`src/sv/assert_macros.svh`:
```
// Assertion helpers shared by the RTL files.
`ifndef ASSERT_MACROS_SVH
`define ASSERT_MACROS_SVH
`ifndef SYNTHESIS
// Check a property on every rising edge, skipped while reset is high.
`define NVQE_ASSERT(label, clk, rst, prop, msg) \
  label: assert property (@(posedge clk) disable iff (rst) (prop)) else $error(msg);
// Check a property on every rising edge, reset included.
`define NVQE_ASSERT_ALWAYS(label, clk, prop, msg) \
  label: assert property (@(posedge clk) (prop)) else $error(msg);
`else
`define NVQE_ASSERT(label, clk, rst, prop, msg)
`define NVQE_ASSERT_ALWAYS(label, clk, prop, msg)
`endif
`endif

```
`src/sv/nvqe_pkg.sv`:
```
package nvqe_pkg;

  // Default largest queue depth the pointers are sized for.
  localparam int DEF_MAX_QUEUE_DEPTH = 64;

  // Doorbell register block base offset.
  localparam logic [18:0] DB_BASE = 19'h01000;

  // Configuration register indexes.
  localparam logic [1:0] REG_QUEUE_DEPTH = 2'd0;
  localparam logic [1:0] REG_DB_STRIDE   = 2'd1;

  // Reset values of the configuration registers.
  localparam logic [6:0] RST_QUEUE_DEPTH = 7'd64;
  localparam logic [3:0] RST_DB_STRIDE   = 4'd0;

  typedef enum logic [1:0] {
    KIND_SLOT     = 2'd0,
    KIND_DOORBELL = 2'd1,
    KIND_ACCEPT   = 2'd2,
    KIND_NOTREADY = 2'd3
  } kind_t;

  typedef enum logic {
    ACT_SUBMIT     = 1'b0,
    ACT_COMPLETION = 1'b1
  } action_t;

  typedef struct packed {
    logic        action;
    logic        queue_id;
    logic [15:0] command_word0;
    logic [15:0] cqe_status;
    logic [15:0] cqe_cid;
    logic [31:0] cqe_result;
  } cmd_t;

  typedef struct packed {
    kind_t       kind;
    logic        out_queue;
    logic [5:0]  slot_index;
    logic [31:0] dword0;
    logic [18:0] doorbell_offset;
    logic [5:0]  doorbell_value;
    logic        status_error;
    logic [14:0] status_code;
    logic [31:0] result_dword;
    logic        last;
  } rsp_t;

  // Load request into the result buffer.
  typedef struct packed {
    logic valid;
    logic pair;
  } push_t;

  // Byte offset of doorbell c (0 tail, 1 head) of queue pair q.
  function automatic logic [18:0] db_offset(input logic q, input logic c,
                                            input logic [3:0] stride_exp);
    logic [18:0] slot;
    slot = {17'd0, q, c};
    return DB_BASE + ((slot << 2) << stride_exp);
  endfunction

endpackage

```
`src/sv/nvqe_rbuf.sv`:
```
module nvqe_rbuf (
  input  logic          clk,
  input  logic          rst,
  input  nvqe_pkg::push_t push,
  input  nvqe_pkg::rsp_t  word0,
  input  nvqe_pkg::rsp_t  word1,
  output logic          ready,
  output logic          res_valid,
  input  logic          res_ready,
  output nvqe_pkg::rsp_t  res_word
);
  import nvqe_pkg::*;

  logic [1:0] cnt;
  logic [1:0] cnt_next;
  rsp_t       first;
  rsp_t       second;
  logic       pop;

  assign res_valid = (cnt != 2'd0);
  assign res_word  = first;
  assign pop       = res_valid && res_ready;

  // Take a new pair once the buffer is empty or its last word leaves now.
  assign ready = (cnt == 2'd0) || ((cnt == 2'd1) && res_ready);

  always_comb begin
    cnt_next = cnt;
    if (push.valid) begin
      cnt_next = push.pair ? 2'd2 : 2'd1;
    end else if (pop) begin
      cnt_next = cnt - 2'd1;
    end
  end

  // Load a fresh pair, or advance the second word to the front.
  always_ff @(posedge clk) begin
    if (rst) begin
      cnt <= 2'd0;
    end else begin
      cnt <= cnt_next;
    end
    if (push.valid) begin
      first  <= word0;
      second <= word1;
    end else if (pop) begin
      first <= second;
    end
  end

`include "assert_macros.svh"
  `NVQE_ASSERT(a_cnt_range, clk, rst, cnt != 2'd3, "result buffer count out of range")
  `NVQE_ASSERT(a_push_room, clk, rst, push.valid |-> ready, "pair loaded over a waiting word")
  `NVQE_ASSERT(a_shift, clk, rst, (pop && !push.valid && cnt == 2'd2) |=> (res_valid && res_word == $past(second)), "second word lost on advance")
  `NVQE_ASSERT(a_last_end, clk, rst, (res_valid && cnt == 2'd1) |-> res_word.last, "final word of an item without last")

endmodule

```
`src/sv/nvme_queue_pair_engine.sv`:
```
// The first result word is offered in the cycle after its item is accepted.
// One result word per cycle while res_ready is high; a submit or accepted completion
// gives two result words, a not-ready one gives one, and the next item is taken in the
// cycle the previous item's last word leaves. A stalled result port stalls the input.
// Reset (synchronous, rst high): command id 1, no pending ids, tails and heads 0,
// phase tags 1, queue depth 64, doorbell stride exponent 0, result buffer empty.
module nvme_queue_pair_engine #(
  parameter int MAX_QUEUE_DEPTH = nvqe_pkg::DEF_MAX_QUEUE_DEPTH
) (
  input  logic           clk,
  input  logic           rst,
  input  logic           cmd_valid,
  output logic           cmd_ready,
  input  nvqe_pkg::cmd_t cmd_word,
  output logic           res_valid,
  input  logic           res_ready,
  output nvqe_pkg::rsp_t res_word,
  input  logic           cfg_valid,
  output logic           cfg_ready,
  input  logic [1:0]     cfg_index,
  input  logic [6:0]     cfg_data
);
  import nvqe_pkg::*;

  localparam int IDX_W = $clog2(MAX_QUEUE_DEPTH);
  localparam int CMP_W = (IDX_W + 1 > 7) ? IDX_W + 1 : 7;
  localparam logic [CMP_W-1:0] DEPTH_MIN = CMP_W'(2);
  localparam logic [CMP_W-1:0] DEPTH_MAX = CMP_W'(MAX_QUEUE_DEPTH);

  logic [6:0]       qdepth;
  logic [3:0]       doorbell_stride_exp;
  logic [15:0]      next_command_id;
  logic [15:0]      pending_command_id [2];
  logic [IDX_W-1:0] sq_tail [2];
  logic [IDX_W-1:0] cq_head [2];
  logic             cq_phase [2];

  logic [CMP_W-1:0] eff_depth;
  logic             accept;
  logic             q;
  logic             is_submit;
  logic             matched;
  logic [15:0]      id_inc;
  logic [15:0]      command_id_next;
  logic [IDX_W-1:0] sq_tail_next;
  logic [IDX_W-1:0] cq_head_next;
  logic [14:0]      code;
  rsp_t             word0;
  rsp_t             word1;
  push_t            push;

  // Step an index, wrapping once it reaches the effective depth.
  function automatic logic [IDX_W-1:0] advance(input logic [IDX_W-1:0] idx,
                                               input logic [CMP_W-1:0] depth);
    logic [CMP_W-1:0] n;
    n = CMP_W'(idx) + CMP_W'(1);
    return (n >= depth) ? '0 : IDX_W'(n);
  endfunction

  // Clamp the programmed depth into the supported range.
  always_comb begin
    eff_depth = CMP_W'(qdepth);
    if (eff_depth < DEPTH_MIN) begin
      eff_depth = DEPTH_MIN;
    end else if (eff_depth > DEPTH_MAX) begin
      eff_depth = DEPTH_MAX;
    end
  end

  assign q         = cmd_word.queue_id;
  assign is_submit = (cmd_word.action == ACT_SUBMIT);
  assign accept    = cmd_valid && cmd_ready;
  assign code      = cmd_word.cqe_status[15:1];

  assign id_inc          = next_command_id + 16'd1;
  assign command_id_next = (id_inc == 16'd0) ? 16'd1 : id_inc;
  assign sq_tail_next    = advance(sq_tail[q], eff_depth);
  assign cq_head_next    = advance(cq_head[q], eff_depth);

  assign matched = (pending_command_id[q] != 16'd0) &&
                   (cmd_word.cqe_status[0] == cq_phase[q]) &&
                   (cmd_word.cqe_cid == pending_command_id[q]);

  // Build the result words for the item on the input.
  always_comb begin
    word0 = '0;
    word1 = '0;
    word0.out_queue = q;
    word1.out_queue = q;
    word1.kind      = KIND_DOORBELL;
    word1.last      = 1'b1;
    if (is_submit) begin
      word0.kind            = KIND_SLOT;
      word0.slot_index      = 6'(sq_tail[q]);
      word0.dword0          = {next_command_id, cmd_word.command_word0};
      word1.doorbell_offset = db_offset(q, 1'b0, doorbell_stride_exp);
      word1.doorbell_value  = 6'(sq_tail_next);
    end else if (matched) begin
      word0.kind            = KIND_ACCEPT;
      word0.status_error    = (code != 15'd0);
      word0.status_code     = code;
      word0.result_dword    = cmd_word.cqe_result;
      word1.doorbell_offset = db_offset(q, 1'b1, doorbell_stride_exp);
      word1.doorbell_value  = 6'(cq_head_next);
    end else begin
      word0.kind = KIND_NOTREADY;
      word0.last = 1'b1;
    end
  end

  assign push.valid = accept;
  assign push.pair  = is_submit || matched;

  // Configuration writes are always taken.
  assign cfg_ready = 1'b1;

  always_ff @(posedge clk) begin
    if (rst) begin
      qdepth              <= RST_QUEUE_DEPTH;
      doorbell_stride_exp <= RST_DB_STRIDE;
    end else if (cfg_valid) begin
      case (cfg_index)
        REG_QUEUE_DEPTH: qdepth              <= cfg_data;
        REG_DB_STRIDE:   doorbell_stride_exp <= cfg_data[3:0];
        default:         ;
      endcase
    end
  end

  // Advance queue state on each accepted submit or matched completion.
  always_ff @(posedge clk) begin
    if (rst) begin
      next_command_id <= 16'd1;
      for (int i = 0; i < 2; i++) begin
        pending_command_id[i] <= 16'd0;
        sq_tail[i]            <= '0;
        cq_head[i]            <= '0;
        cq_phase[i]           <= 1'b1;
      end
    end else if (accept) begin
      if (is_submit) begin
        next_command_id       <= command_id_next;
        pending_command_id[q] <= next_command_id;
        sq_tail[q]            <= sq_tail_next;
      end else if (matched) begin
        pending_command_id[q] <= 16'd0;
        cq_head[q]            <= cq_head_next;
        if (cq_head_next == '0) begin
          cq_phase[q] <= ~cq_phase[q];
        end
      end
    end
  end

  nvqe_rbuf u_rbuf (
    .clk       (clk),
    .rst       (rst),
    .push      (push),
    .word0     (word0),
    .word1     (word1),
    .ready     (cmd_ready),
    .res_valid (res_valid),
    .res_ready (res_ready),
    .res_word  (res_word)
  );

`include "assert_macros.svh"
  `NVQE_ASSERT_ALWAYS(a_id_nonzero, clk, !rst |-> next_command_id != 16'd0, "command id counter reached zero")
  `NVQE_ASSERT(a_submit_pending, clk, rst, (accept && is_submit) |=> pending_command_id[$past(q)] == $past(next_command_id), "submitted id not recorded as pending")
  `NVQE_ASSERT(a_match_clears, clk, rst, (accept && !is_submit && matched) |=> pending_command_id[$past(q)] == 16'd0, "accepted completion left its id pending")

endmodule

```
`config.mk`:
```
export PLATFORM = sky130hd
export DESIGN_NAME = nvme_queue_pair_engine
export DESIGN_NICKNAME = d
export VERILOG_FILES = /design/src/sv/nvqe_pkg.sv /design/src/sv/nvqe_rbuf.sv /design/src/sv/nvme_queue_pair_engine.sv
export VERILOG_INCLUDE_DIRS = /design/src /design/src/sv
export SDC_FILE = /design/constraint.sdc
export NUM_CORES = 1
export LEC_CHECK = 0
export ABC_CLOCK_PERIOD_IN_PS = 17600
export BUFFER_PORTS_ARGS = -buffer_cell sky130_fd_sc_hd__buf_2
export CORE_MARGIN = 2
export CORE_UTILIZATION = 63
export DETAILED_ROUTE_END_ITERATION = 10
export PLACE_DENSITY = 0.87
export SYNTH_ARGS = -nofsm -noshare
export SYNTH_HDL_FRONTEND = slang
export SYNTH_HIERARCHICAL = 1
export SYNTH_SLANG_ARGS = --single-unit
```
`constraint.sdc`:
```
create_clock -name clk -period 17.6 [get_ports clk]
set_input_delay 5.28 -clock clk [delete_from_list [all_inputs] [get_ports clk]]
set_output_delay 5.28 -clock clk [all_outputs]
set_load 0.02 [all_outputs]
```
=== After elaboration in Yosys (flattened, before gate mapping) ===
Memories as Yosys holds them, arrays and structs flattened.
Cells that the tools add are included.

* Register bits: 170
* Memory bits (writable): 58
* Input port bits: 96
* Output and inout bits: 118
* Word-level logic and storage cells: 110
* Memories kept: 4

* $add $sub $neg: 6
* Magnitude comparators: 4
* Equality and inequality tests: 4
* Shifts and indexed selects: 2
* Multiplexer cells: 48
* Bitwise operators: 3
* Reduce and logical (&&, ||, !) cells: 22

{| class="wikitable"
|+ Memories
! name !! depth !! bits a word !! read ports !! clocked after Yosys merged registers in !! wr ports !! line !! source
|-
| pending_command_id || 2 || 16 || 1 || 0 || 2 || nvme_queue_pair_engine.sv:33 || <nowiki>logic [15:0] pending_command_id [2];</nowiki>
|-
| cq_head || 2 || 6 || 1 || 0 || 2 || nvme_queue_pair_engine.sv:35 || <nowiki>logic [IDX_W-1:0] cq_head [2];</nowiki>
|-
| sq_tail || 2 || 6 || 1 || 0 || 2 || nvme_queue_pair_engine.sv:34 || <nowiki>logic [IDX_W-1:0] sq_tail [2];</nowiki>
|-
| cq_phase || 2 || 1 || 1 || 0 || 2 || nvme_queue_pair_engine.sv:36 || <nowiki>logic cq_phase [2];</nowiki>
|}

{| class="wikitable"
|+ Operators by type and width
! cell !! count
|-
| $mux W115 || 2
|-
| $mux W25 || 2
|-
| $mux W49 || 1
|-
| $mux W16 || 3
|-
| $mux W48 || 1
|-
| $add A13 B19 Y19 const A || 2
|-
| $mux W38 || 1
|-
| $shl A4 B4 Y19 || 2
|-
| $mux W1 || 28
|-
| $mux W6 || 4
|-
| $add A16 B1 Y16 const B || 1
|-
| $eq A16 B16 Y1 || 1
|-
| $logic_not A16 Y1 || 1
|-
| $reduce_bool A16 Y1 || 1
|-
| $reduce_or A16 Y1 || 1
|-
| $reduce_bool A15 Y1 || 1
|-
| $add A6 B1 Y7 const B || 2
|-
| $ge A7 B7 Y1 || 2
|-
| $mux W7 || 2
|-
| $reduce_or A6 Y1 || 2
|-
| $mux W2 || 4
|-
| $gt A7 B7 Y1 const B || 1
|-
| $lt A7 B2 Y1 const B || 1
|-
| $logic_not A6 Y1 || 1
|-
| other kinds (11) || 22
|}

=== Longest topological paths before layout ===
* Depth in word-level cells: 14
* Gate-level depth with buffers: 18
* Gate-level depth less buffers: 14

=== Cells and area by module ===
Netlist, hierarchy kept.

{| class="wikitable"
|+ By module, submodules not included
! module !! instances !! cells each !! area each (um^2) !! seq. area each (um^2)
|-
| nvqe_rbuf || 1 || 377 || 8503.2 || 6946.7
|-
| nvme_queue_pair_engine || 1 || 643 || 5825.6 || 2262.2
|}

=== Least setup slack after synthesis ===
Ideal clock, no wire load.

* Kind: input-to-reg
* From: in res_ready
* To: reg u_rbuf.first (netlist bit u_rbuf/res_word[0]), enable pin
* Setup time: 0.482 ns
* Data arrival time: 11.094 ns
* Data required time: 17.118 ns
* Slack: 6.024 ns
* Stages: 8
* Buffers on the path: 3
* Cell sequence: nand2_1 > nand2_1 > nand2_1 > inv_1 > buf_6 > buf_6 > buf_6 > or2_1

* Word-level cells in the longest chain between the ends: 4
* Elaborated cells between the ends (all ways): 5
* Those cells by class: reduce/logical: 5

{| class="wikitable"
|+ Ends and longest elaborated chain
! element !! line !! source
|-
| start, declared || nvme_queue_pair_engine.sv:16 || <nowiki>input logic res_ready,</nowiki>
|-
| $logic_and A1 B1 Y1 || nvqe_rbuf.sv:25 || <nowiki>assign ready = (cnt == 2'd0) || ((cnt == 2'd1) && res_ready);</nowiki>
|-
| $logic_or A1 B1 Y1 || nvqe_rbuf.sv:25 ||
|-
| net cmd_ready || nvme_queue_pair_engine.sv:13 || <nowiki>output logic cmd_ready,</nowiki>
|-
| $logic_and A1 B1 Y1 || nvme_queue_pair_engine.sv:72 || <nowiki>assign accept = cmd_valid && cmd_ready;</nowiki>
|-
| net accept || nvme_queue_pair_engine.sv:39 || <nowiki>logic accept;</nowiki>
|-
| $reduce_bool A2 Y1 (no source line) || - ||
|-
| end signal, assigned || nvqe_rbuf.sv:44 || <nowiki>first <= word0;</nowiki>
|-
| end signal, assigned || nvqe_rbuf.sv:47 || <nowiki>first <= second;</nowiki>
|-
| end, declared || nvqe_rbuf.sv:16 || <nowiki>rsp_t first;</nowiki>
|}

The timed path passes the listed nets, and every way through them passes these cells.
A chain may end at the register's enable or synchronous reset.

=== Worst setup path in the final report ===
* From: in res_ready
* To: out cmd_ready

* Word-level cells in the longest chain between the ends: 2

{| class="wikitable"
|+ Ends and longest elaborated chain
! element !! line
|-
| $logic_and A1 B1 Y1 || nvqe_rbuf.sv:25
|-
| $logic_or A1 B1 Y1 || nvqe_rbuf.sv:25
|-
| end, declared || nvme_queue_pair_engine.sv:13
|}

Every way passes these cells.

==> results.md <==
- Leakage power figure: slightly below 0.007 uW
- Max Clk Rate: 0.0913 GHz
- Die ar.: roughly 24000 um^2
- Final Max Tran Viols: 0
- Initial antenna violation count: 0
- GP Congestion: 0.889
- FP Rows: between 50 and 60
- Synth Area in Adders: 0.0183
- Vias in the first global route: 9115
- Multi-input logic area: 5200 um^2
- Total Power Consumption: 2090 uW
- Switching pwr: ~550 uW
- Area share of the largest cell type after synthesis: 0.599
- Largest net degree at the start of global routing: 87
- Post-synthesis mux area share: 0.123
- WP data arrival: 5670 ps
- Hold Vio Cnt, Final: 0
- Mapped Avg Cell Area: 14.0 um^2
- Crit-path max cell delay: between 150 and 200 ps
- Post-cts sizing count: 0
- Critical path required time: 12320 ps
- Remaining global-route overflow: 0
- Max H-tree Level: 1
- Ports: ~210
- Max cap viols: 0
- Post-synthesis simple-gate area fraction: 0.137
- ANT nets after route: 0
- CP cell instances: buf_2 > nand2_1 > nand2_1 > buf_2
- Worst-Margin Slew: 1150 ps
- WL per Instance: 17.8 um
- Top_reg_cell synth: edfxtp_1
- Minimum clock period: ~11000 ps
- Worst slew margin: 0.229
- Async S/R FF share, synth: 0
- Post-synth cell types: 63
- I/O Buffers: 212
- Total CTS buffers: 31
- FF+latch count, synth: approximately 320
- Tcrit/Tclk final: 0.622
- Post-Layout Cell Count: ~1.6k
- Status: completed
- Synth warn: 6
- GRT Total Usage: 0.241
- CTS Sinks: 317
- Setup Viol. Count Final: 0
- Number of flops mapped to enable cells by yosys: 286
- Reg power frac: 0.481
- Clock power share: 0.339
- CP endpoint kind: output port
- Largest family of logic cells by synthesized area: simple AND/OR/NAND/NOR gates
- Crit-path slowest cell: buf_2
- Crit Path Class: in2out
- Placed cell areas: ~16000 um^2
- Post-layout util: 0.759
- Setup TNS: 0 ps
- Total number of vias: ~9k
- Die W: 155 um
- Xor and xnor area share after synthesis: 0.0263
- Drt pass-1 iters: 7
- Chip height: between 150 and 200 um
- DR iter-0 viols: 571
- Setup Buffers After CTS: 0
- Switch share: 0.265
- Hold-fix buffer count after cts: 0
- VDD IR-drop max: 0.102 mV
- Final #Nets: 1455
- Core footprint: 22500 um^2
- Synth Area in Compound Gates: 0.0280
- FF/Latch Area: 9210 um^2
- Placed cell count: 1590
- Clock buffer depth: 3
- RSZ-0062 raised after global routing: false
- HPWL after DPL: 19200 um
- Drc violations: 0
- P&R area growth vs syn: 19.2%
- Worst-path clk slew: about 60 ps
- Power Density: 122 nW/um^2
- Largest cells by area after synthesis: edfxtp_1 60%, mux2_2 7.8%, dfxtp_1 4.3%
- Fillers: approximately 1.4k
- Post-route cell area: 17100 um^2
- Netlist Area Pre-Place: 14300 um^2
- CP Max Fanout: 3
- Pint: 1530 uW
- Total Routed Length: just under 30000 um
- Clk root buf: clkbuf_16
- CTS tree: yes
- Sequential share of the synthesized area: 0.643
- Setup crit start kind: input port
- HP Class: reg2reg
- Worst skew pair latency: 550 ps
- Vias per cell: ~5.4
- Clock Skew: 13.2 ps
- Share of cells above drive strength 1: 0.297
- Comb pwr share: 0.180
- Mapped Cells: approximately 1k
- Initial Util: 0.637
- Largest area contributor in the netlist: edfxtp_1
- Ant diodes: 0
- Global-route wire length before repair: 45700 um
flip-flops by register name, summed over array words and instances (netlist names):
name                 cells
cq_head                 12
u_rbuf/second          115
cq_phase                 2
pending_command_id      32
u_rbuf/res_word        115
next_command_id         16
sq_tail                 12
u_rbuf/cnt               2
qdepth                   7
doorbell_stride_exp      4
area by class of cell:
class                           instances  share of cell area
Sequential cell                       317               0.539
Clock inverter                         17              0.0144
Inverter                               19             0.00461
Clock buffer                           41              0.0505
Multi-Input combinational cell        748               0.304
Timing Repair Buffer                  221              0.0661
Tap cell                              285              0.0209
layout by cell type, fill, tap and decap left out, types with 37 or more instances in the layout:
master	synthesis	final
and2_1	79	79
nor2b_1	40	40
mux2i_1	37	37
edfxtp_1	286	286
nand2_1	40	40
mux2_2	99	99
conb_1	2	117
nor2_1	71	71
buf_2	12	212
cells by family after synthesis:
kind of cell / count (synthesis)
compound gates: 62
mux: 154
other cells: 2
buf+inv: 70
xor+xnor: 43
flops: 317
fa+ha+maj: 21
simple gates: 351
power by group through the flow:
stage	clock network (uW)	logic, uW	registers (uW)
after CTS	716	379	1000
after detailed placement	0	376	1020
final	706	376	1000
after global routing	743	404	1010
after global placement	0	368	1010
after floorplan	0	173	1110
synth_stat cells (all sizes together) (5+ instances only):
| library cell | count |
|---|---|
| edfxtp | 286 |
| mux2 | 117 |
| and2 | 79 |
| nor2 | 71 |
| nand2 | 40 |
| nor2b | 40 |
| mux2i | 37 |
| dfxtp | 31 |
| clkbuf | 27 |
| nor3 | 27 |
| xnor2 | 27 |
| buf | 24 |
| ha | 21 |
| inv | 18 |
| nand3 | 18 |
| a21oi | 17 |
| o21ai | 16 |
| xor2 | 16 |
| nor4 | 15 |
| nand4 | 12 |
| and3 | 11 |
| nand2b | 8 |
| a31oi | 6 |
| and4 | 6 |
| or3 | 5 |
critical path: cells and delay by family:
| kind | cells | cell delay [ps] |
|---|---|---|
| buffers and inverters | 2 | 270 |
| and+or+nand+nor | 2 | 120 |
metal layers:
metal / part of all wire / vias up / GRT usage / wire length, um
met2: 0.51 / 283 / 0.427 / 15000
met1: 0.39 / 4228 / 0.292 / 11500
met5: 0 / - / 0 / 0
li1: - / 4275 / - / -
met4: 0.040 / 0 / 0.0970 / 1160
met3: 0.057 / 86 / 0.0479 / 1680
per-stage QoR:
stage | hold WS (ps) | worst slack [ps]
3_5_place_dp | 499 | 6650
5_1_grt | 544 | 6610
6_report | 509 | 6650
3_3_place_gp | 470 | 6660
4_1_cts | 514 | 6650
2_1_floorplan | 452 | 6020
path summary, 6_finish.rpt:
check	slack, ps	to	from	depth (start not counted)
worst max-delay path	6650	cmd_ready	res_ready	4
worst min-delay path	510	qdepth[0]	qdepth[0]	2
worst max register to register	13890	u_rbuf/second[50]	cq_head[1][0]	14
worst min register to register	510	qdepth[0]	qdepth[0]	2
No activity file was read; power rests on OpenSTA's default activity.
